### src/sv/ncq_ram.sv
`default_nettype none
module ncq_ram #(
    parameter int WIDTH = 8,
    parameter int DEPTH = 16,
    parameter int AW    = (DEPTH > 1) ? $clog2(DEPTH) : 1
) (
    input  wire logic             i_clk,
    input  wire logic             i_we,
    input  wire logic [AW-1:0]    i_waddr,
    input  wire logic [WIDTH-1:0] i_wdata,
    input  wire logic [AW-1:0]    i_raddr,
    output logic      [WIDTH-1:0] o_rdata
);

    logic [WIDTH-1:0] r_mem [DEPTH];

    // one write port, registered read port
    always_ff @(posedge i_clk) begin
        if (i_we) begin
            r_mem[i_waddr] <= i_wdata;
        end
        o_rdata <= r_mem[i_raddr];
    end

endmodule
`default_nettype wire

### config.mk
export PLATFORM = sky130hd
export DESIGN_NAME = ncq_ram
export DESIGN_NICKNAME = d
export VERILOG_FILES = /design/src/sv/ncq_ram.sv
export SDC_FILE = /design/constraint.sdc
export NUM_CORES = 1
export LEC_CHECK = 0
export ABC_CLOCK_PERIOD_IN_PS = 5200
export BUFFER_PORTS_ARGS = -buffer_cell sky130_fd_sc_hd__clkbuf_2
export CORE_ASPECT_RATIO = 1.4
export CORE_UTILIZATION = 30
export CTS_BUF_LIST = sky130_fd_sc_hd__clkbuf_4 sky130_fd_sc_hd__clkbuf_8 sky130_fd_sc_hd__clkbuf_16
export DETAILED_ROUTE_END_ITERATION = 8
export GPL_ROUTABILITY_DRIVEN = 0
export SETUP_SLACK_MARGIN = 0.15
export SYNTH_ARGS = -nofsm -noshare
export SYNTH_HDL_FRONTEND = slang
export SYNTH_SLANG_ARGS = --single-unit
### constraint.sdc
create_clock -name i_clk -period 5.2 [get_ports i_clk]
set_input_delay 0.78 -clock i_clk [delete_from_list [all_inputs] [get_ports i_clk]]
set_output_delay 0.78 -clock i_clk [all_outputs]
set_load 0.02 [all_outputs]
==> results of run 1 <==
-- layout make-up --
cell class / instances / area, sq um
tap: 203 / 254
sequential: 136 / 4000
clock buffer: 18 / 433
fill: 1482 / 10600
multi-input combinational: 83 / 1060
clock inverter: 14 / 219
timing repair buffer: 28 / 148
-- layer usage --
metal  track usage [%]  vias to the layer above  routed length [um]
met3              4.12                        4                 573
li1                  -                     1046                   -
met4              5.33                        0                  85
met2              20.5                       86                5290
met1              14.2                     1203                3970
met5                 0                        -                   0
-- worst max-delay path by stage --
stage          startpoint           to  slack [ps]  depth (start not counted)
6_report       i_waddr[2]  r_mem[0][3]        2990                          3
2_1_floorplan  i_waddr[2]  r_mem[0][0]        2930                          2
3_5_place_dp   i_waddr[2]  r_mem[0][3]        2500                          3
5_1_grt        i_waddr[2]  r_mem[0][3]        2880                          3
3_3_place_gp   i_raddr[0]   o_rdata[1]        2590                          5
4_1_cts        i_waddr[2]  r_mem[0][3]        2950                          3
-- cell usage in the layout (no fill, tap or decap), types with 5 or more instances in the layout --
master	Yosys	final
a22oi_1	16	16
bufinv_16	0	5
clkbuf_16	0	17
clkbuf_2	0	25
dfxtp_1	8	8
edfxtp_1	128	128
mux4_1	14	14
mux4_2	18	18
nand2_1	9	9
nor2_1	13	13
-- registers in the layout, summed over array words and instances, names as in the netlist --
signal	flops
r_mem	128
o_rdata	8
-- power by group --
| group | switching (W) | internal, W |
|---|---|---|
| combinational | 0.0000716 | 0.0000443 |
| clock | 0.000451 | 0.000860 |
| sequential | 0.00000647 | 0.00123 |
| total | 0.000529 | 0.00213 |
-- synth_stat cells --
| cell type | number |
|---|---|
| a22oi_1 | 16 |
| and2_1 | 1 |
| and2b_1 | 1 |
| buf_2 | 3 |
| buf_4 | 1 |
| buf_6 | 3 |
| clkdlybuf4s25_2 | 3 |
| dfxtp_1 | 8 |
| edfxtp_1 | 128 |
| mux4_1 | 14 |
| mux4_2 | 18 |
| nand2_1 | 9 |
| nand2b_1 | 2 |
| nand3_1 | 1 |
| nand3b_1 | 2 |
| nor2_1 | 13 |
| nor2b_1 | 1 |
| nor3_1 | 4 |
| or3b_2 | 1 |
-- metrics by stage --
stage / total power (W) / worst slack, ps / instances / hold slack, ps
after global placement: 0.00137 / 2590 / 450 / 662
after detailed placement: 0.00137 / 2500 / 450 / 670
final: 0.00266 / 2990 / 482 / 684
after floorplan: 0.00132 / 2930 / 229 / 629
after CTS: 0.00268 / 2950 / 482 / 688
after global routing: 0.00273 / 2880 / 482 / 707
-- cells by family (layout without fill, tap and decap cells) --
kind of cell | after synthesis | after routing | share of synthesized area, %
mux | 32 | 32 | 15.0
compound gates | 16 | 16 | 2.33
simple gates | 35 | 35 | 3.18
flops | 136 | 136 | 77.8
buf+inv | 10 | 60 | 1.68
-- worst max-delay path, stage by stage --
cell and delay (ps):
clkbuf_2 100, or3b_2 510, nor3_1 840
==> metrics.md, run 1 <==
| Metric | Value |
|---|---|
| Outcome | finished clean |
| Worst rel slew slack | 27.4% |
| Maximum capacitance violations | 0 |
| Synthesis-to-layout area growth | 18.9% |
| Final-report hold violation count | 0 |
| DRT iter0 DRCs | 165 |
| Vias | 2339 |
| Synthesized cell area | 5150 sq um |
| DIE AREA | ~18000 sq um |
| Synth area leaders | edfxtp_1 (75%), mux4_2 (7.9%), mux4_1 (7.1%), dfxtp_1 (3.1%), a22oi_1 (2.3%) |
| Slew Viols, Final | 0 |
| Hpwl dp | 6.25 mm |
| Share of post-route cells with drive strength above 1 | 28.7% |
| Initial Util | 30.7% |
| Fmax | 453 MHz |
| Residual DRC | 0 |
| Mapped Cells | between 200 and 250 |
| H-tree levels | 4 |
| Synth cell types | 19 |
| CTS tree | yes |
| Register area share after synthesis | between 70 and 80% |
| P_leak | approximately 2 nW |
| Largest area contributor in the netlist | edfxtp_1 |
| Worst endpoint data arrival time | approximately 2200 ps |
| Vias/cell | around 4.9 |
| Hold-fix buffers, CTS | 0 |
| Sink Count | 136 |
| Max Fanout on Critical Path | 8 |
| Post-CTS resize count | 0 |
| Initial antenna violation count | 0 |
| # IOs | 26 |
| Total Wirelength | around 10 mm |
| Hold endpoint | o_rdata[3] |
| First-pass GRT wire length | around 15 mm |
| R2R depth | 3 |
| Reg2reg start | r_mem[1][1] |
| Design area | ~6100 sq um |
| Yosys warnings | 0 |
| Postcts setup bufs | 0 |
| Register bit total from synthesis | approximately 140 |
| Utilization after layout | 36.5% |
| RSZ-0062 raised after global routing | false |
| Clock transition at the registers of the reported paths | approximately 60 ps |
| Flop2flop setup slack | 3750 ps |
| Setup crit start kind | input port |
| Worst reg2reg endpoint | o_rdata[1] |
| Share of Yosys cell area claimed by the top area cell type | 74.7% |
| Hold Crit Start | r_mem[13][3] |
| Worst endpoint required time | about 5200 ps |
| Die span in y | ~160 um |
| Clock Tree Root | clkbuf_16 |
| Row cnt | 56 |
| NumNets Final | roughly 280 |
| Inserted Diodes | 0 |
| Global route overflow | 0 |
| Critical path class | input port to flip-flop |
| Net count after synthesis | 247 |
| Peak supply drop | 0.218 mV |
| Clock skew | around 18 ps |
| CTS Buf Count | 17 |
| Hold crit path type | flip-flop to flip-flop |
| Largest net degree at the start of global routing | 33 |
| All-Layer GR Usage | 12.2% |
| Hold depth | 3 |
| IO buf count | 25 |
| Vias in the first global route | around 2500 |
| Placed cell areas | about 5500 sq um |
| Max clock buf depth | 2 |
| Die W | roughly 110 um |
| Mapped Avg Cell Area | approximately 22 sq um |
| DR pass1 iterations | 4 |
| CORE AREA | 16700 sq um |
| Final setup viols | 0 |
| Clk_lat worst skew | a little over 400 ps |
| Total negative slack | 0 ps |
| Final ANT Viol Nets | 0 |
| Final critical-path share of the clock period | between 40% and 50% |
| CP endpoint kind | flip-flop |
| Min cycle time layout | around 2200 ps |
| PD cells | 434 nW/um^2 |
| WL/cell | between 20 and 25 um |
| Worst Tran Pin Value | 1080 ps |
(Power assumes the default switching activity.)
==> inputs of run 2 (changes only) <==
--- a/config.mk
+++ b/config.mk
@@ -5,7 +5,7 @@
 export SDC_FILE = /design/constraint.sdc
 export NUM_CORES = 1
 export LEC_CHECK = 0
-export ABC_CLOCK_PERIOD_IN_PS = 5200
+export ABC_CLOCK_PERIOD_IN_PS = 2300
 export BUFFER_PORTS_ARGS = -buffer_cell sky130_fd_sc_hd__clkbuf_2
 export CORE_ASPECT_RATIO = 1.4
 export CORE_UTILIZATION = 30
==> constraint.sdc (replaced) <==
create_clock -name i_clk -period 2.3 [get_ports i_clk]
set_input_delay 0.345 -clock i_clk [delete_from_list [all_inputs] [get_ports i_clk]]
set_output_delay 0.345 -clock i_clk [all_outputs]
set_load 0.02 [all_outputs]
==> run 2 against run 1 <==
Sequential power increased by 130%. Wire length is 0.57% higher. Die area stayed put. Non-clock buffer count is 18 higher. Global-route usage is 0.18 points higher. First-iteration DRC count is 5.5% higher. Via count is 5.3% higher. Flip-flop and latch count unchanged. Critical endpoint is now o_rdata[3].
==> metrics.md, run 2 (synthesis gave the netlist of run 1 again) <==
| Metric | Value |
|---|---|
| Hold-fix buffers, CTS | 0 (unchanged) |
| DIE AREA | 17700 sq um (unchanged) |
| Outcome | finished clean |
| P_leak | 2.13 nW (+5.0%) |
| CTS tree | yes |
| Post-CTS resize count | 0 (unchanged) |
| Most frequent cells in the layout | edfxtp_1 (128), clkbuf_2 (25), buf_4 (19) |
| DR pass1 iterations | 5 (+1) |
| Share of post-route cells with drive strength above 1 | 31.3% (+2.6 points) |
| Sink Count | 136 (unchanged) |
| Min cycle time layout | 1420 ps |
| Most common cell after layout, fill and taps aside | edfxtp_1 |
| Maximum capacitance violations | 0 (unchanged) |
| DRT iter0 DRCs | 174 (+5.5%) |
| IO buf count | 25 (unchanged) |
| Power, Total | 0.00593 W (+120%) |
| Worst endpoint required time | 2590 ps (-2640 ps) |
| Reg with most FFs | r_mem |
| Largest net degree at the start of global routing | 33 (unchanged) |
| Initial Util | 30.7% (unchanged) |
| Clock share of power | 48.3% (-1.0 points) |
| Fmax | about 700 MHz |
| Worst rel slew slack | 50.9% (+23 points) |
| Initial antenna violation count | 0 (unchanged) |
| Inserted Diodes | 0 (unchanged) |
| WL/cell | 19.9 um (-3.1%) |
| Residual DRC | 0 (unchanged) |
| Worst Tran Pin Value | 736 ps (-345 ps) |
| Hpwl dp | 6.66 mm (+6.6%) |
| Peak supply drop | 0.536 mV (+150%) |
| Register area | 4000 sq um (unchanged) |
| RSZ-0062 raised after global routing | false |
| PD cells | 949 nW/um^2 (+120%) |
| Vias | 2462 (+5.3%) |
| Power share of the sequential group | 47.1% (+0.8 points) |
| Global route overflow | 0 (unchanged) |
| Layout fillers | 1500 (+1.2%) |
| Row cnt | 56 (unchanged) |
| CP endpoint kind | flip-flop |
| Die W | 113 um (unchanged) |
| Total Wirelength | 9.97 mm (+0.57%) |
| Clock skew | 4.49 ps (-13.1 ps) |
| Vias/cell | 4.92 (+1.5%) |
| Comb power frac | 4.6% (+0.2 points) |
| Critical path class | input port to flip-flop |
| Clock transition at the registers of the reported paths | 60 ps (about the same) |
| Max clock buf depth | 2 (unchanged) |
| First-pass GRT wire length | 15.6 mm (+3.9%) |
| All-Layer GR Usage | 12.4% (+0.18 points) |
| Switching part of the total | 18.7% (-1.2 points) |
| Setup crit start kind | input port |
| Max Fanout on Critical Path | 32 (+24) |
| Worst endpoint data arrival time | 1710 ps (-530 ps) |
| Final setup viols | 0 (unchanged) |
| Clk_lat worst skew | 410 ps (about the same) |
| Postcts setup bufs | 0 (unchanged) |
| NumNets Final | 302 (+6.3%) |
| Final critical-path share of the clock period | 61.8% |
| Synthesis-to-layout area growth | 21.4% |
| H-tree levels | 4 (unchanged) |
| # IOs | 26 (unchanged) |
| P_int | 0.00482 W (+130%) |
| Hold crit path type | input port to flip-flop |
| CTS Buf Count | 17 (unchanged) |
| Final ANT Viol Nets | 0 (unchanged) |
| Slew Viols, Final | 0 (unchanged) |
| Total negative slack | 0 ps (unchanged) |
| Clock Tree Root | clkbuf_16 |
| Regs by FF count | r_mem: 128 flops, o_rdata: 8 flops |
| Area of the multi-input gates | 1060 sq um (-0.47%) |
| Max reg flops | 128 (unchanged) |
| Vias in the first global route | 2597 (+3.5%) |
| Final-report hold violation count | 0 (unchanged) |
| Switch Pwr | 0.00111 W (+110%) |
| Die span in y | 157 um (unchanged) |
| CORE AREA | 16700 sq um (unchanged) |
## run 2: changes by cell type in the layout (fill, tap and decap cells not counted)
cell	previous run	this run
clkinv_2	2	3
clkbuf_4	1	3
inv_6	3	0
buf_4	3	19
nor3_2	1	0
nor3_1	3	4
buf_12	0	2
clkinv_1	0	4
clkinv_4	2	0
clkinvlp_4	2	0
## run 2: worst paths after layout
path / cells after the start / slack (ps) / endpoint / start
hold / removal: 1 / 370 / r_mem[11][2] / i_wdata[2]
hold reg to reg: 3 / 690 / o_rdata[1] / r_mem[14][1]
setup / recovery: 5 / 880 / o_rdata[3] / i_raddr[0]
setup reg to reg: 3 / 920 / o_rdata[3] / r_mem[1][3]
## run 2: stage by stage
| step | setup slack [ps] | std cells | instance area (sq um) | hold slack [ps] | util, % |
|---|---|---|---|---|---|
| final | 879 | 500 | 6250 | 372 | 37.3 |
| after global routing | 816 | 500 | 6250 | 383 | 37.3 |
| after CTS | 887 | 500 | 6250 | 359 | 37.3 |
| after detailed placement | 450 | 468 | 5620 | 675 | 33.6 |
| after global placement | 462 | 468 | 5620 | 655 | 33.6 |
| after floorplan | 462 | 229 | 5150 | 444 | - |
## run 2: area by class of cell
cell class                 instances  share of cell area, %
multi-input combinational         83                   16.9
clock inverter                    12                   2.88
timing repair buffer              46                   4.92
tap                              203                   4.06
clock buffer                      20                   7.17
sequential                       136                   64.1
## run 2: power by group through the flow
stage               sequential [W]  combinational, W  clock (W)
finish                     0.00279          0.000275    0.00286
floorplan                  0.00285          0.000141          0
global placement           0.00284          0.000275          0
CTS                        0.00279          0.000282    0.00291
detailed placement         0.00284          0.000281          0
global route               0.00279          0.000300    0.00302
## run 2: critical path, stage by stage
cell and delay (ps):
clkbuf_2 100, buf_12 250, mux4_1 600, a22oi_1 300, nand2_1 100
## run 2: routing by layer
metal	vias up	routed length [um]	part of all wire [%]	GRT usage, %
li1	1079	-	-	-
met1	1304	4290	43	15.1
met2	64	5110	51	20.6
met3	15	395	4.0	3.39
met4	0	163	1.6	5.46
met5	-	0	0	0
